`src/design/cssr_pkg.sv`:
```
// Shared types, widths and constants for the charger start sequencer.
// No dependencies; every other file of the block imports it.
package cssr_pkg;

    // Field widths
    localparam int DUTY_W   = 8;
    localparam int VOLTS_W  = 9;
    localparam int Q4_W     = 14;
    localparam int POWER_W  = 16;
    localparam int LIM_W    = 10;
    localparam int REQ_W    = 9;
    localparam int FRAME_W  = 64;
    localparam int CFG_IDX_W = 1;
    localparam int CFG_DAT_W = 9;

    // Counter widths
    localparam int WAKE_W  = 5;
    localparam int LDLY_W  = 3;
    localparam int SHUT_W  = 5;
    localparam int STEP_W  = 7;

    // Divider widths: numerator up to power * 320, denominator up to 14 bits
    localparam int DIV_NW  = 25;
    localparam int DIV_DW  = 14;
    localparam int DIV_CW  = 5;

    // Parameter defaults
    localparam int WAKE_TICKS_DEF        = 30;
    localparam int LIMIT_DELAY_TICKS_DEF = 5;
    localparam int SHUTDOWN_TICKS_DEF    = 30;
    localparam int RAMP_STEP_DEF         = 2;

    // Register indexes
    localparam logic [CFG_IDX_W-1:0] CFG_IFACE_UNUSED = 1'b0;
    localparam logic [CFG_IDX_W-1:0] CFG_NOM_VOLTS    = 1'b1;

    // Request types
    localparam logic REQ_STATUS = 1'b0;
    localparam logic REQ_TICK   = 1'b1;

    // Command byte values
    localparam logic [7:0] BYTE_WAKE_ON   = 8'h24;
    localparam logic [7:0] BYTE_CMD3_ON   = 8'h8C;
    localparam logic [7:0] BYTE_CMD4_ON   = 8'h5A;
    localparam logic [7:0] BYTE_CMD5_ON   = 8'h3C;
    localparam logic [7:0] BYTE_IDLE0     = 8'h20;
    localparam logic [7:0] BYTE_IDLE2     = 8'h60;
    localparam logic [7:0] BYTE_ACTIVE1   = 8'h08;
    localparam logic [7:0] BYTE_IDLE1     = 8'h01;

    localparam logic [REQ_W-1:0]   MAX_COUNTS   = 9'd511;
    localparam logic [7:0]         AC_LIMIT_MAX = 8'h40;
    localparam logic [Q4_W-1:0]    DC_MIN_Q4    = 14'd800;
    localparam logic [VOLTS_W-1:0] VOLTS_MIN    = 9'd100;
    localparam logic [VOLTS_W-1:0] VOLTS_DEF    = 9'd230;
    localparam logic [DUTY_W-1:0]  DUTY_MAX     = 8'd100;

    typedef enum logic [2:0] {
        ST_IDLE,
        ST_AC_GO,
        ST_AC_WAIT,
        ST_DC_GO,
        ST_DC_WAIT,
        ST_UPDATE
    } t_state;

    typedef struct packed {
        logic latch_status;
        logic latch_tick;
        logic div_start;
        logic div_sel_dc;
        logic cap_ac;
        logic update;
    } t_dp_cmd;

    typedef struct packed {
        logic div_done;
    } t_dp_stat;

endpackage

```
`src/design/charger_start_sequencer_ramp.sv`:
```
// Top level of the charger start sequencer with DC current ramp.
// Depends on cssr_pkg, cssr_ctrl, cssr_dpath (and cssr_div below it).
//
// Usage:
//   Input channel (i_in_valid / o_in_stall) carries two kinds of item. A
//   status item (req_type 0) stores the pilot duty and gives no result; it
//   is taken while no tick is in work. A tick item (req_type 1) gives one
//   result item: the eight-byte command frame, the active decision and the
//   ramped DC current request.
//   Config port (i_cfg_we / i_cfg_index / i_cfg_data) writes register 0,
//   interface_unused, and register 1, nominal_ac_volts; write it only idle.
//   Sequence: a tick result reaches the output register after two
//   divisions on one shared restoring divider, one quotient bit per cycle
//   over 25 bits: the AC limit (power * 4 over nominal volts) and the DC
//   target (power * 320 over DC volts), each with a start and a wait state,
//   then the update state, which waits for a free output register.
//   Throughput: one status item per cycle while no tick is in work.
//   The input stalls while a tick is in work and accepts again as soon as
//   its result sits in the output register.
//   Receiver stall: the result holds in the output register; the next
//   item may still be accepted, but its update waits until the held
//   result is taken.
//   Reset (i_rst_n low, synchronous) restores the registers and the wake
//   and limit countdowns to defaults, clears the shutdown count and valid.
module charger_start_sequencer_ramp
    import cssr_pkg::*;
#(
    parameter int WAKE_TICKS        = WAKE_TICKS_DEF,
    parameter int LIMIT_DELAY_TICKS = LIMIT_DELAY_TICKS_DEF,
    parameter int SHUTDOWN_TICKS    = SHUTDOWN_TICKS_DEF,
    parameter int RAMP_STEP         = RAMP_STEP_DEF
) (
    input  logic                 i_clk,
    input  logic                 i_rst_n,
    // configuration
    input  logic                 i_cfg_we,
    input  logic [CFG_IDX_W-1:0] i_cfg_index,
    input  logic [CFG_DAT_W-1:0] i_cfg_data,
    // input items
    input  logic                 i_in_valid,
    output logic                 o_in_stall,
    input  logic                 i_req_type,
    input  logic [DUTY_W-1:0]    i_pilot_duty,
    input  logic                 i_run_charge,
    input  logic                 i_ac_request,
    input  logic [Q4_W-1:0]      i_dc_volts_q4,
    input  logic [POWER_W-1:0]   i_power_setpoint,
    input  logic [LIM_W-1:0]     i_battery_amp_limit,
    // result items
    output logic                 o_out_valid,
    input  logic                 i_out_stall,
    output logic [FRAME_W-1:0]   o_command_frame,
    output logic                 o_charging_active,
    output logic [REQ_W-1:0]     o_current_request
);

    t_dp_cmd  w_cmd;
    t_dp_stat w_stat;

    // sequence acceptance, divisions and the output handshake
    cssr_ctrl u_ctrl (
        .i_clk       (i_clk),
        .i_rst_n     (i_rst_n),
        .i_in_valid  (i_in_valid),
        .i_req_type  (i_req_type),
        .i_out_stall (i_out_stall),
        .i_stat      (w_stat),
        .o_cmd       (w_cmd),
        .o_in_stall  (o_in_stall),
        .o_out_valid (o_out_valid)
    );

    // hold configuration and state, divide, and build the frame
    cssr_dpath #(
        .WAKE_TICKS        (WAKE_TICKS),
        .LIMIT_DELAY_TICKS (LIMIT_DELAY_TICKS),
        .SHUTDOWN_TICKS    (SHUTDOWN_TICKS),
        .RAMP_STEP         (RAMP_STEP)
    ) u_dpath (
        .i_clk               (i_clk),
        .i_rst_n             (i_rst_n),
        .i_cfg_we            (i_cfg_we),
        .i_cfg_index         (i_cfg_index),
        .i_cfg_data          (i_cfg_data),
        .i_pilot_duty        (i_pilot_duty),
        .i_run_charge        (i_run_charge),
        .i_ac_request        (i_ac_request),
        .i_dc_volts_q4       (i_dc_volts_q4),
        .i_power_setpoint    (i_power_setpoint),
        .i_battery_amp_limit (i_battery_amp_limit),
        .i_cmd               (w_cmd),
        .o_stat              (w_stat),
        .o_command_frame     (o_command_frame),
        .o_charging_active   (o_charging_active),
        .o_current_request   (o_current_request)
    );

endmodule

```
`src/design/cssr_div.sv`:
```
// Restoring divider, one quotient bit per cycle.
// Depends on cssr_pkg for its widths.
module cssr_div
    import cssr_pkg::*;
(
    input  logic              i_clk,
    input  logic              i_rst_n,
    input  logic              i_start,
    input  logic [DIV_NW-1:0] i_num,
    input  logic [DIV_DW-1:0] i_den,
    output logic              o_done,
    output logic [DIV_NW-1:0] o_quot
);

    logic [DIV_DW:0]   r_rem, n_rem;
    logic [DIV_NW-1:0] r_quot, n_quot;
    logic [DIV_DW-1:0] r_den;
    logic [DIV_CW-1:0] r_cnt, n_cnt;
    logic              r_busy, n_busy;
    logic              r_done, n_done;
    logic [DIV_DW:0]   w_shift;

    always_comb begin
        w_shift = {r_rem[DIV_DW-1:0], r_quot[DIV_NW-1]};
        n_rem   = r_rem;
        n_quot  = r_quot;
        n_cnt   = r_cnt;
        n_busy  = r_busy;
        n_done  = 1'b0;
        if (i_start) begin
            n_rem  = '0;
            n_quot = i_num;
            n_cnt  = '0;
            n_busy = 1'b1;
        end else if (r_busy) begin
            // subtract when the shifted remainder covers the divisor
            if (w_shift >= {1'b0, r_den}) begin
                n_rem  = w_shift - {1'b0, r_den};
                n_quot = {r_quot[DIV_NW-2:0], 1'b1};
            end else begin
                n_rem  = w_shift;
                n_quot = {r_quot[DIV_NW-2:0], 1'b0};
            end
            n_cnt = r_cnt + 1'b1;
            if (r_cnt == DIV_CW'(DIV_NW - 1)) begin
                n_busy = 1'b0;
                n_done = 1'b1;
            end
        end
    end

    always_ff @(posedge i_clk) begin
        if (!i_rst_n) begin
            r_busy <= 1'b0;
            r_done <= 1'b0;
            r_cnt  <= '0;
        end else begin
            r_busy <= n_busy;
            r_done <= n_done;
            r_cnt  <= n_cnt;
        end
    end

    always_ff @(posedge i_clk) begin
        r_rem  <= n_rem;
        r_quot <= n_quot;
        if (i_start) begin
            r_den <= i_den;
        end
    end

    assign o_done = r_done;
    assign o_quot = r_quot;

endmodule

```
`src/design/cssr_dpath.sv`:
```
// Datapath: configuration, sequencer state, operand latch, shared divider
// and output registers. Depends on cssr_pkg and cssr_div.
module cssr_dpath
    import cssr_pkg::*;
#(
    parameter int WAKE_TICKS        = WAKE_TICKS_DEF,
    parameter int LIMIT_DELAY_TICKS = LIMIT_DELAY_TICKS_DEF,
    parameter int SHUTDOWN_TICKS    = SHUTDOWN_TICKS_DEF,
    parameter int RAMP_STEP         = RAMP_STEP_DEF
) (
    input  logic                 i_clk,
    input  logic                 i_rst_n,
    input  logic                 i_cfg_we,
    input  logic [CFG_IDX_W-1:0] i_cfg_index,
    input  logic [CFG_DAT_W-1:0] i_cfg_data,
    input  logic [DUTY_W-1:0]    i_pilot_duty,
    input  logic                 i_run_charge,
    input  logic                 i_ac_request,
    input  logic [Q4_W-1:0]      i_dc_volts_q4,
    input  logic [POWER_W-1:0]   i_power_setpoint,
    input  logic [LIM_W-1:0]     i_battery_amp_limit,
    input  t_dp_cmd              i_cmd,
    output t_dp_stat             o_stat,
    output logic [FRAME_W-1:0]   o_command_frame,
    output logic                 o_charging_active,
    output logic [REQ_W-1:0]     o_current_request
);

    localparam logic [WAKE_W-1:0] WAKE_INIT  = WAKE_W'(WAKE_TICKS);
    localparam logic [LDLY_W-1:0] LDLY_INIT  = LDLY_W'(LIMIT_DELAY_TICKS);
    localparam logic [SHUT_W-1:0] SHUT_INIT  = SHUT_W'(SHUTDOWN_TICKS);
    localparam logic [STEP_W-1:0] STEP_VAL   = STEP_W'(RAMP_STEP);

    // configuration
    logic               r_iface_unused;
    logic [VOLTS_W-1:0] r_nom_volts;

    // latched tick operands
    logic               r_run, r_acreq;
    logic [Q4_W-1:0]    r_q4;
    logic [POWER_W-1:0] r_power;
    logic [LIM_W-1:0]   r_lim;

    // sequencer state
    logic [DUTY_W-1:0]  r_duty_seen;
    logic               r_active_flag, n_active_flag;
    logic [REQ_W-1:0]   r_ramp, n_ramp;
    logic [WAKE_W-1:0]  r_wake, n_wake;
    logic [LDLY_W-1:0]  r_ldly, n_ldly;
    logic [SHUT_W-1:0]  r_shut, n_shut;
    logic [7:0]         r_cb [6];
    logic [7:0]         n_cb [6];
    logic [FRAME_W-1:0] r_frame, n_frame;
    logic [7:0]         r_ac_lim;

    // divider hookup
    logic [DIV_NW-1:0]  w_num, w_num_ac, w_num_dc;
    logic [DIV_DW-1:0]  w_den;
    logic [VOLTS_W-1:0] w_volts;
    logic               w_div_done;
    logic [DIV_NW-1:0]  w_quot;

    logic [DIV_NW-1:0]  w_cap, w_tgt_wide;
    logic [REQ_W-1:0]   w_tgt, w_diff;
    logic [7:0]         w_b2;
    logic               w_running;

    always_comb begin
        w_volts  = (r_nom_volts < VOLTS_MIN) ? VOLTS_DEF : r_nom_volts;
        w_num_ac = DIV_NW'(r_power) << 2;
        w_num_dc = (DIV_NW'(r_power) << 8) + (DIV_NW'(r_power) << 6);
        if (i_cmd.div_sel_dc) begin
            w_num = w_num_dc;
            w_den = r_q4;
        end else begin
            w_num = w_num_ac;
            w_den = DIV_DW'(w_volts);
        end
    end

    cssr_div u_div (
        .i_clk   (i_clk),
        .i_rst_n (i_rst_n),
        .i_start (i_cmd.div_start),
        .i_num   (w_num),
        .i_den   (w_den),
        .o_done  (w_div_done),
        .o_quot  (w_quot)
    );

    assign o_stat.div_done = w_div_done;

    // tick update, evaluated while the DC quotient sits in the divider
    always_comb begin
        for (int k = 0; k < 6; k++) begin
            n_cb[k] = r_cb[k];
        end
        n_wake = r_wake;
        n_ldly = r_ldly;
        n_shut = r_shut;

        if (r_iface_unused) begin
            n_active_flag = (r_duty_seen != '0) && (r_duty_seen < DUTY_MAX) && r_acreq;
        end else begin
            n_active_flag = r_run && r_acreq;
        end

        if (n_active_flag) begin
            n_shut  = SHUT_INIT;
            n_cb[1] = BYTE_ACTIVE1;
            if (r_wake != '0) begin
                n_wake = r_wake - 1'b1;
            end
            if (n_wake == '0) begin
                n_cb[2] = BYTE_WAKE_ON;
                n_cb[3] = BYTE_CMD3_ON;
                n_cb[4] = BYTE_CMD4_ON;
                n_cb[5] = BYTE_CMD5_ON;
                if (r_ldly != '0) begin
                    n_ldly = r_ldly - 1'b1;
                end
                if (n_ldly == '0) begin
                    n_cb[0] = r_ac_lim;
                end
            end
        end else begin
            n_wake  = WAKE_INIT;
            n_ldly  = LDLY_INIT;
            n_cb[0] = BYTE_IDLE0;
            n_cb[1] = BYTE_IDLE1;
            n_cb[2] = BYTE_IDLE2;
            n_cb[3] = '0;
            n_cb[4] = '0;
            n_cb[5] = '0;
            if (r_shut != '0) begin
                n_shut = r_shut - 1'b1;
            end
            if (n_shut == '0) begin
                n_cb[0] = '0;
                n_cb[1] = '0;
                n_cb[2] = '0;
            end
        end

        w_running = n_active_flag && (n_wake == '0) && (n_ldly == '0);

        // target: power * 320 over DC volts, zero at or below DC_MIN_Q4, capped by battery limit and full scale
        w_cap      = (DIV_NW'(r_lim) << 4) + (DIV_NW'(r_lim) << 2);
        w_tgt_wide = '0;
        if (r_q4 > DC_MIN_Q4) begin
            w_tgt_wide = (w_quot > w_cap) ? w_cap : w_quot;
        end
        w_tgt = (w_tgt_wide > DIV_NW'(MAX_COUNTS)) ? MAX_COUNTS : w_tgt_wide[REQ_W-1:0];

        n_ramp = r_ramp;
        w_diff = '0;
        if (w_tgt > r_ramp) begin
            w_diff = w_tgt - r_ramp;
            n_ramp = r_ramp + ((w_diff < REQ_W'(STEP_VAL)) ? w_diff : REQ_W'(STEP_VAL));
        end else if (w_tgt < r_ramp) begin
            w_diff = r_ramp - w_tgt;
            n_ramp = r_ramp - ((w_diff < REQ_W'(STEP_VAL)) ? w_diff : REQ_W'(STEP_VAL));
        end
        if (!w_running) begin
            n_ramp = '0;
        end

        // wake byte carries the request's top bit
        w_b2 = n_cb[2];
        if (n_cb[2] == BYTE_WAKE_ON) begin
            w_b2 = {BYTE_WAKE_ON[7:1], n_ramp[8]};
        end
        n_frame = {n_cb[5], n_cb[4], n_cb[3], 8'h00, n_ramp[7:0], w_b2, n_cb[1], n_cb[0]};
    end

    always_ff @(posedge i_clk) begin
        if (!i_rst_n) begin
            r_iface_unused <= 1'b1;
            r_nom_volts    <= VOLTS_DEF;
            r_duty_seen    <= '0;
            r_active_flag  <= 1'b0;
            r_ramp         <= '0;
            r_wake         <= WAKE_INIT;
            r_ldly         <= LDLY_INIT;
            r_shut         <= '0;
            for (int k = 0; k < 6; k++) begin
                r_cb[k] <= '0;
            end
        end else begin
            if (i_cfg_we) begin
                case (i_cfg_index)
                    CFG_IFACE_UNUSED: r_iface_unused <= i_cfg_data[0];
                    CFG_NOM_VOLTS:    r_nom_volts    <= i_cfg_data;
                    default:          ;
                endcase
            end
            if (i_cmd.latch_status) begin
                r_duty_seen <= i_pilot_duty;
            end
            if (i_cmd.update) begin
                r_active_flag <= n_active_flag;
                r_ramp        <= n_ramp;
                r_wake        <= n_wake;
                r_ldly        <= n_ldly;
                r_shut        <= n_shut;
                for (int k = 0; k < 6; k++) begin
                    r_cb[k] <= n_cb[k];
                end
            end
        end
    end

    // payload registers
    always_ff @(posedge i_clk) begin
        if (i_cmd.latch_tick) begin
            r_run   <= i_run_charge;
            r_acreq <= i_ac_request;
            r_q4    <= i_dc_volts_q4;
            r_power <= i_power_setpoint;
            r_lim   <= i_battery_amp_limit;
        end
        if (i_cmd.cap_ac) begin
            r_ac_lim <= (w_quot > DIV_NW'(AC_LIMIT_MAX)) ? AC_LIMIT_MAX : w_quot[7:0];
        end
        if (i_cmd.update) begin
            r_frame <= n_frame;
        end
    end

    assign o_command_frame   = r_frame;
    assign o_charging_active = r_active_flag;
    assign o_current_request = r_ramp;

endmodule

```
`src/design/cssr_ctrl.sv`:
```
// Controller: input acceptance, divider sequencing and output valid.
// Depends on cssr_pkg for its state and command types.
module cssr_ctrl
    import cssr_pkg::*;
(
    input  logic     i_clk,
    input  logic     i_rst_n,
    input  logic     i_in_valid,
    input  logic     i_req_type,
    input  logic     i_out_stall,
    input  t_dp_stat i_stat,
    output t_dp_cmd  o_cmd,
    output logic     o_in_stall,
    output logic     o_out_valid
);

    t_state r_state, n_state;
    logic   r_out_valid, n_out_valid;
    logic   w_slot_free;

    assign w_slot_free = !r_out_valid || !i_out_stall;

    always_comb begin
        n_state     = r_state;
        n_out_valid = r_out_valid;
        o_cmd       = '0;
        o_in_stall  = 1'b1;

        // drop valid once the waiting item is taken
        if (r_out_valid && !i_out_stall) begin
            n_out_valid = 1'b0;
        end

        case (r_state)
            ST_IDLE: begin
                o_in_stall = 1'b0;
                if (i_in_valid) begin
                    if (i_req_type == REQ_TICK) begin
                        o_cmd.latch_tick = 1'b1;
                        n_state          = ST_AC_GO;
                    end else begin
                        o_cmd.latch_status = 1'b1;
                    end
                end
            end
            ST_AC_GO: begin
                o_cmd.div_start = 1'b1;
                n_state         = ST_AC_WAIT;
            end
            ST_AC_WAIT: begin
                if (i_stat.div_done) begin
                    o_cmd.cap_ac = 1'b1;
                    n_state      = ST_DC_GO;
                end
            end
            ST_DC_GO: begin
                o_cmd.div_start  = 1'b1;
                o_cmd.div_sel_dc = 1'b1;
                n_state          = ST_DC_WAIT;
            end
            ST_DC_WAIT: begin
                o_cmd.div_sel_dc = 1'b1;
                if (i_stat.div_done) begin
                    n_state = ST_UPDATE;
                end
            end
            ST_UPDATE: begin
                o_cmd.div_sel_dc = 1'b1;
                // hold until the output register is free
                if (w_slot_free) begin
                    o_cmd.update = 1'b1;
                    n_out_valid  = 1'b1;
                    n_state      = ST_IDLE;
                end
            end
            default: begin
                n_state = ST_IDLE;
            end
        endcase
    end

    always_ff @(posedge i_clk) begin
        if (!i_rst_n) begin
            r_state     <= ST_IDLE;
            r_out_valid <= 1'b0;
        end else begin
            r_state     <= n_state;
            r_out_valid <= n_out_valid;
        end
    end

    assign o_out_valid = r_out_valid;

endmodule

```
`config.mk`:
```
export PLATFORM = sky130hd
export DESIGN_NAME = charger_start_sequencer_ramp
export DESIGN_NICKNAME = d
export VERILOG_FILES = /design/src/design/cssr_pkg.sv /design/src/design/charger_start_sequencer_ramp.sv /design/src/design/cssr_div.sv /design/src/design/cssr_dpath.sv /design/src/design/cssr_ctrl.sv
export SDC_FILE = /design/constraint.sdc
export NUM_CORES = 1
export LEC_CHECK = 0
export BUFFER_PORTS_ARGS = -buffer_cell sky130_fd_sc_hd__buf_2
export CAP_MARGIN = 25
export CORE_ASPECT_RATIO = 1.5
export CORE_UTILIZATION = 44
export DETAILED_ROUTE_END_ITERATION = 12
export GPL_ROUTABILITY_DRIVEN = 0
export GPL_TIMING_DRIVEN = 0
export PLACE_DENSITY = 0.67
export REMOVE_ABC_BUFFERS = 1
export SLEW_MARGIN = 20
export SYNTH_ARGS = -nofsm -noshare
export SYNTH_HDL_FRONTEND = slang
export SYNTH_SLANG_ARGS = --single-unit
```
`constraint.sdc`:
```
create_clock -name i_clk -period 9.55 [get_ports i_clk]
set_clock_uncertainty 0.15 [all_clocks]
set_input_delay 0.4775 -clock i_clk [delete_from_list [all_inputs] [get_ports i_clk]]
set_output_delay 0.4775 -clock i_clk [all_outputs]
set_load 0.005 [all_outputs]
```
# Word level (Yosys, flattened, before mapping)
# Memories as Yosys holds them, arrays and structs flattened.
# Index checks and enable logic that the tools add are counted.
[word_totals]
reg_bits = 211
mem_bits_rw = 48
inputBits = 66
output_inout_bits = 76
n_memories = 1
[memory_table]
columns = ["name", "depth", "width", "rd", "rd_clocked_by_memory_dff", "wr", "line_no", "text"]
rows = [
  ["u_dpath.r_cb", 6, 8, 5, 0, 6, "cssr_dpath.sv:51", "logic [7:0] r_cb [6];"],
]
[op_classes]
n_addsub = 11
order_cmp = 11
eq_ne = 12
mux = 67
n_bitwise = 9
reduce_logical = 27
[ops]
columns = ["operator", "n"]
rows = [
  ["2-to-1 mux 25 bit", 5],
  ["2-to-1 mux 9 bit", 8],
  ["2-to-1 mux 8 bit", 8],
  ["2-to-1 mux 48 bit", 1],
  ["2-to-1 mux 32 bit", 1],
  ["2-to-1 mux 3 bit", 10],
  ["2-to-1 mux 5 bit", 6],
  ["subtractor 9 bit", 3],
  ["adder 24 x 22 -> 25 bit", 1],
  ["> comparator 25 x 15 -> 1 bit", 1],
  ["> comparator 25 x 7 -> 1 bit (second input constant)", 1],
  ["> comparator 25 x 9 -> 1 bit (second input constant)", 1],
  ["2-to-1 mux 1 bit", 23],
  ["2-to-1 mux 22 bit", 1],
  ["less-than comparator 9 x 2 -> 1 bit (second input constant)", 2],
  ["one-hot mux 3 bit (6 select lines)", 1],
  ["adder 14 x 12 -> 15 bit", 1],
  ["greater-or-equal comparator 15 x 14 -> 1 bit", 1],
  ["zero test 5 bit", 3],
  ["> comparator 14 x 10 -> 1 bit (second input constant)", 1],
  ["2-to-1 mux 14 bit", 1],
  ["subtractor 14 bit", 1],
  ["nonzero test 5 bit", 2],
  ["subtractor 5 x 1 -> 5 bit (second input constant)", 2],
  ["other kinds (28)", 52],
]

# Longest topological paths before layout
[depth]
word_depth = 14
mapped_depth = 38
ltp_nobuf = 36

# Modules after synthesis
# From an unflattened synthesis, not the netlist that was laid out.
[unflattened]
hier_cells = 1316
area_unflattened_um2 = 13850.8
[by_module_without_submodules]
columns = ["module", "instances", "cells_each", "area_each_um2"]
rows = [
  ["cssr_dpath", 1, 1021, 10518.8],
  ["cssr_div", 1, 268, 3105.5],
  ["cssr_ctrl", 1, 27, 226.5],
]

# Least setup slack after synthesis
# No wires, ideal clock.
[synth_path]
path_kind = "reg-to-reg"
start = "register u_dpath.r_lim[0]"
end = "register u_dpath.r_frame[16] (netlist: u_dpath.o_command_frame[16]), data pin"
arrival_time_ps = 6874
required_time_ps = 9134
slack_ps = 2260
stages_incl_launch_ff = 37
path_buffers = 2
path_cell_list = "edfxtp_1 ha_1 fa_1 a21o_1 a21oi_2 o21bai_1 a21oi_2 o21ai_1 xnor2_1 ha_1 and4_1 nand3_1 a2111oi_4 o41ai_4 o41a_1 nand2_1 o21ai_0 ha_1 buf_6 buf_6 a21oi_2 o21bai_1 a211oi_1 xor2_1 and4_1 nand2_1 fa_1 nor2b_1 o21ai_0 a21boi_0 o21ai_0 a21boi_0 o21ai_0 nand2b_1 a32oi_1 xnor2_1 o21ai_0"
[synth_via]
elab_chain_cells = 14
word_cells_on_any_way = 20
[synth_lines]
columns = ["element", "line_no", "text"]
rows = [
  ["start: declaration", "cssr_dpath.sv:42", "logic [LIM_W-1:0] r_lim;"],
  ["start signal: assignment", "cssr_dpath.sv:220", "r_lim <= i_battery_amp_limit;"],
  ["adder 14 x 12 -> 15 bit *", "cssr_dpath.sv:148", "w_cap = (DIV_NW'(r_lim) << 4) + (DIV_NW'(r_lim) << 2);"],
  ["> comparator 25 x 15 -> 1 bit", "cssr_dpath.sv:151", "w_tgt_wide = (w_quot > w_cap) ? w_cap : w_quot;"],
  ["2-to-1 mux 25 bit *", "cssr_dpath.sv:151", ""],
  ["2-to-1 mux 25 bit *", "cssr_dpath.sv:150", "if (r_q4 > DC_MIN_Q4) begin"],
  ["> comparator 25 x 9 -> 1 bit", "cssr_dpath.sv:153", "w_tgt = (w_tgt_wide > DIV_NW'(MAX_COUNTS)) ? MAX_COUNTS : w_tgt_wide[REQ_W-1:0];"],
  ["2-to-1 mux 9 bit *", "cssr_dpath.sv:153", ""],
  ["subtractor 9 bit", "cssr_dpath.sv:161", "w_diff = r_ramp - w_tgt;"],
  ["less-than comparator 9 x 2 -> 1 bit", "cssr_dpath.sv:162", "n_ramp = r_ramp - ((w_diff < REQ_W'(STEP_VAL)) ? w_diff : REQ_W'(STEP_VAL));"],
  ["2-to-1 mux 9 bit", "cssr_dpath.sv:162", ""],
  ["subtractor 9 bit", "cssr_dpath.sv:162", ""],
  ["2-to-1 mux 9 bit", "cssr_dpath.sv:160", "end else if (w_tgt < r_ramp) begin"],
  ["2-to-1 mux 9 bit *", "cssr_dpath.sv:157", "if (w_tgt > r_ramp) begin"],
  ["2-to-1 mux 9 bit *", "cssr_dpath.sv:164", "if (!w_running) begin"],
  ["2-to-1 mux 1 bit *", "cssr_dpath.sv:170", "if (n_cb[2] == BYTE_WAKE_ON) begin"],
  ["via u_dpath.w_b2[0]", "cssr_dpath.sv:65", "logic [7:0] w_b2;"],
  ["end signal: assignment", "cssr_dpath.sv:226", "r_frame <= n_frame;"],
  ["end: declaration", "cssr_dpath.sv:53", "logic [FRAME_W-1:0] r_frame, n_frame;"],
]
# Mark *: on every way through the listed nets, which the timed path passes. The rest lies on a longest branch.
# A chain may end at the register's enable or synchronous reset.

# Worst setup path after layout
# Same ends and word-level chain as after synthesis.

==> flow_summary_export.csv <==
group,metric,value,unit
power,leakage,6.61,nW
worst_setup_path,critPathLaunchType,"flip-flop",
die,fp.dieH,218,um
synth,synth_xor_area_share,3.28,%
worst_setup_path,worstRegToRegCells,34,
power,p_clk_share,34.6,%
timing,fin_crit,8.75,ns
grt,grt_util_met1,20.4,%
worst_setup_path,cp_num_cells,34,
synth,synth_top_family_by_area,"simple AND/OR/NAND/NOR gates",
outcome,status,"finished, final reports clean",
route,wl_per_cell,15.2,um
power,power.switching,0.000738,W
timing,rsz0062_at_grt,"no",
grt,antenna_found_initial,0,
cts,root_buffer,"clkbuf_16",
grt,grt_pass1_vias,10097,
min_path,hold_path_class,"in -> reg",
timing,slew_viol_final,0,
finish,num-nets-final,1667,
finish,drive_gt1_share,13.5,%
synth,ys_ff_latch,245,
synth,synth-simple-area-share,16.6,%
timing,setup_tns,0,ns
grt,use_met3,2.22,%
cts,cts_inserted_buffers,24,
route,wirelength,29.3,mm
synth,avgSynthCellArea,10.2,sq um
route,viasPerCell,5.27,
synth,syn_area,13600,sq um
worst_setup_path,critPathBufInv,0,
route,drc_errors,0,
route,vias,10147,
power,switching_share,27.3,%
route,drt-pass1-iter-count,7,
worst_setup_path,cp.required,9.67,ns
synth,synth_compound_area_share,14.8,%
placement,hpwl,21.4,mm
grt,grt_max_degree,62,
grt,grt_usage,18.6,%
worst_setup_path,crit_path_start,"u_dpath.r_lim[0]$_DFFE_PP_",
timing,slew_headroom,42.5,%
worst_setup_path,r2r_start,"u_dpath.r_lim[0]$_DFFE_PP_",
power,ir_drop,0.181,mV
synth,ys_seq_area_share,49.1,%
worst_setup_path,cp_max_fo,18,
worst_setup_path,critPathCapture,"u_dpath.o_command_frame[16]$_DFFE_PP_",
run,max-cap-violations,0,
route,ant_nets,0,
finish,syn2layout_area_growth,17.2,%
synth,syn_inst,1336,
synth,synth_fa_ha_area_share,9.01,%
power,power_density,169,nW/um^2
cts,clkLatencyLatePin,0.54,ns
timing,max_freq,0.114,GHz
grt,top_usage_layer,"met2",
synth,async_reset_ff_share,0,%
worst_setup_path,critPathTopFamily,"compound AO/OA/AOI/OAI gates",
power,seq_power_share,46.1,%
die,die_w,146,um
timing,hold_viol,0,
synth,yosys_most_used_dff,"edfxtp_1",
synth,synth_edf_count,179,
die,core_area,30400,sq um
finish,n_antenna_cell,0,
cts,post_cts_buffers,0,
synth,yosysUniqueCellTypes,88,
placement,portBuffers,127,
die,io-pin-count,142,
worst_setup_path,crit_path_frequent_cell,"o21ai_0",
cts,cts_max_level,1,
worst_setup_path,ff2ff_setup_slack,0.80,ns
timing,finalSetupViolations,0,
worst_setup_path,slowest_delay,0.73,ns
worst_setup_path,arrival,8.86,ns
cts,cts.clk_slew.worst_paths,0.06,ns
cts,tritoncts,"done",
grt,grt_pass1_wl,48.4,mm
die,die_area,31700,sq um
worst_setup_path,cp-end-kind,"flip-flop",
grt,grt_use_met2,35.9,%
synth,synthMuxAreaShare,2.44,%
cts,clock-sinks,245,
cts,clockBufferDepth,3,
timing,whs,0.0313,ns
grt,gr-total-overflow,0,
power,combPwrFrac,19.3,%
timing,fin_crit_sh,91.6,%
finish,fill_cells,2694,
synth,yosysWarnings,0,
timing,tightest_slew,0.858,ns
die,start_util,44.9,%
power,p_int,0.00196,W
worst_setup_path,cpMaxStageDelayCell,"ha_1",
die,rows,78,
route,first_iter_violations,515,
worst_setup_path,rr_endpoint,"u_dpath.o_command_frame[16]$_DFFE_PP_",
worst_setup_path,critPathKind,"reg -> reg",
## power groups by stage
stage | Combinational [W] | Clock [W] | Sequential [W]
final | 0.000522 | 0.000934 | 0.00125
after detailed placement | 0.000501 | 0 | 0.00127
after CTS | 0.000519 | 0.000956 | 0.00125
after global placement | 0.000471 | 0 | 0.00127
after floorplan | 0.000378 | 0 | 0.00125
after global routing | 0.000592 | 0.000995 | 0.00125
## area by class of cell
class	count	area (sq um)	area share (%)
inverters	80	303	1.90
repair buffers	184	1260	7.92
clock inverters	12	125	0.784
flip-flops and latches	245	6700	41.9
clock buffers	32	641	4.01
multi-input cells	972	6440	40.3
well taps	400	500	3.13
## worst min path at each step
stage / slack, ns / cells past startpoint / start / end
global placement: 0.29 / 2 / u_dpath.o_charging_active$_SDFFE_PN0P_ / u_dpath.o_charging_active$_SDFFE_PN0P_
floorplan: 0.28 / 2 / u_dpath.r_ldly[1]$_SDFFE_PN0P_ / u_dpath.r_ldly[1]$_SDFFE_PN0P_
CTS: 0.01 / 3 / i_cfg_data[0] / u_dpath.r_iface_unused$_SDFFE_PN1P_
finish: 0.03 / 3 / i_cfg_data[0] / u_dpath.r_iface_unused$_SDFFE_PN1P_
detailed placement: 0.29 / 2 / u_dpath.o_charging_active$_SDFFE_PN0P_ / u_dpath.o_charging_active$_SDFFE_PN0P_
global route: 0.02 / 3 / i_cfg_data[0] / u_dpath.r_iface_unused$_SDFFE_PN1P_
## tightest hold or removal path, cell delays in order
cell	delay [ns]
buf_2	0.09
mux2i_1	0.06
nand2_1	0.06
## state kept, by name, indices dropped and copies added (netlist names), 5 cells and up
name / cells
u_dpath.r_nom_volts: 9
u_dpath.u_div.r_cnt: 5
u_dpath.u_div.r_den: 14
u_dpath.r_ac_lim: 8
u_dpath.r_shut: 5
u_dpath.r_duty_seen: 8
u_dpath.r_lim: 10
u_dpath.u_div.r_rem: 14
u_dpath.o_command_frame: 50
u_dpath.r_wake: 5
u_dpath.u_div.o_quot: 25
u_dpath.o_current_request: 9
u_dpath.r_power: 16
u_dpath.r_cb: 40
u_dpath.r_q4: 14
## Yosys cell counts, types with 4 or more instances
master | instances | area [sq um]
edfxtp_1 | 179 | 5380
nor2_1 | 134 | 503
nand2_1 | 118 | 443
o21ai_0 | 88 | 440
ha_1 | 87 | 1090
inv_1 | 79 | 297
a21oi_1 | 73 | 365
dfxtp_1 | 66 | 1320
clkbuf_1 | 36 | 135
and2_1 | 35 | 219
mux2i_1 | 31 | 310
nor2b_1 | 30 | 188
xor2_1 | 28 | 245
nor3_1 | 27 | 135
nand3_1 | 25 | 125
xnor2_1 | 23 | 201
and3_1 | 20 | 125
a21o_1 | 18 | 135
nand2b_1 | 18 | 113
a21boi_0 | 15 | 113
buf_4 | 15 | 113
nand4_1 | 14 | 87.6
a31oi_1 | 10 | 62.6
o31ai_1 | 10 | 75.1
o211ai_1 | 9 | 67.6
o21a_1 | 9 | 67.6
or3_1 | 8 | 50.1
a211oi_1 | 7 | 52.6
fa_1 | 7 | 140
buf_2 | 6 | 30.0
or4_1 | 6 | 45.0
nor3b_1 | 5 | 37.5
nor4_1 | 5 | 31.3
o22a_1 | 5 | 43.8
a22o_1 | 4 | 35.0
buf_6 | 4 | 45.0
o211a_1 | 4 | 40.0
o21bai_1 | 4 | 30.0
## stage by stage
stage / util (%) / cell area, sq um / total power (W) / cells / setup slack, ns
6_report: 52.6 / 16000 / 0.00270 / 1925 / 0.803
5_1_grt: 52.6 / 16000 / 0.00284 / 1925 / 0.117
4_1_cts: 52.5 / 15900 / 0.00272 / 1923 / 0.823
3_5_place_dp: 48.4 / 14700 / 0.00177 / 1832 / 0.860
3_3_place_gp: 47.9 / 14500 / 0.00174 / 1824 / 1.02
2_1_floorplan: - / 13400 / 0.00163 / 1297 / 2.18
## cells by family after synthesis
kind of cell | count (synthesis)
other cells | 2
compound gates | 302
flops | 245
mux | 33
fa+ha+maj | 94
buf+inv | 144
xor+xnor | 51
simple gates | 465
## timing repair
item / in CTS / in global routing
endpoints found under the hold margin: 47 / 0
resized for setup: 0 / 0
hold buffers: 47 / 0
## cells in the final DEF (no fill, tap or decap), types with 30 or more instances in the layout
cell,n
nor2b_1,30
a21oi_1,72
inv_1,77
dlygate4sd3_1,47
and2_1,35
mux2i_1,31
edfxtp_1,179
o21ai_0,87
dfxtp_1,65
nand2_1,118
buf_2,127
ha_1,87
nor2_1,132
## per-layer routing
layer	up-vias	part of all wire (%)	wire (um)
li1	5099	-	-
met1	4749	40	11600
met4	0	3.5	1030
met2	239	53	15500
met5	-	0	0
met3	60	3.8	1100
(Power assumes the default switching activity.)
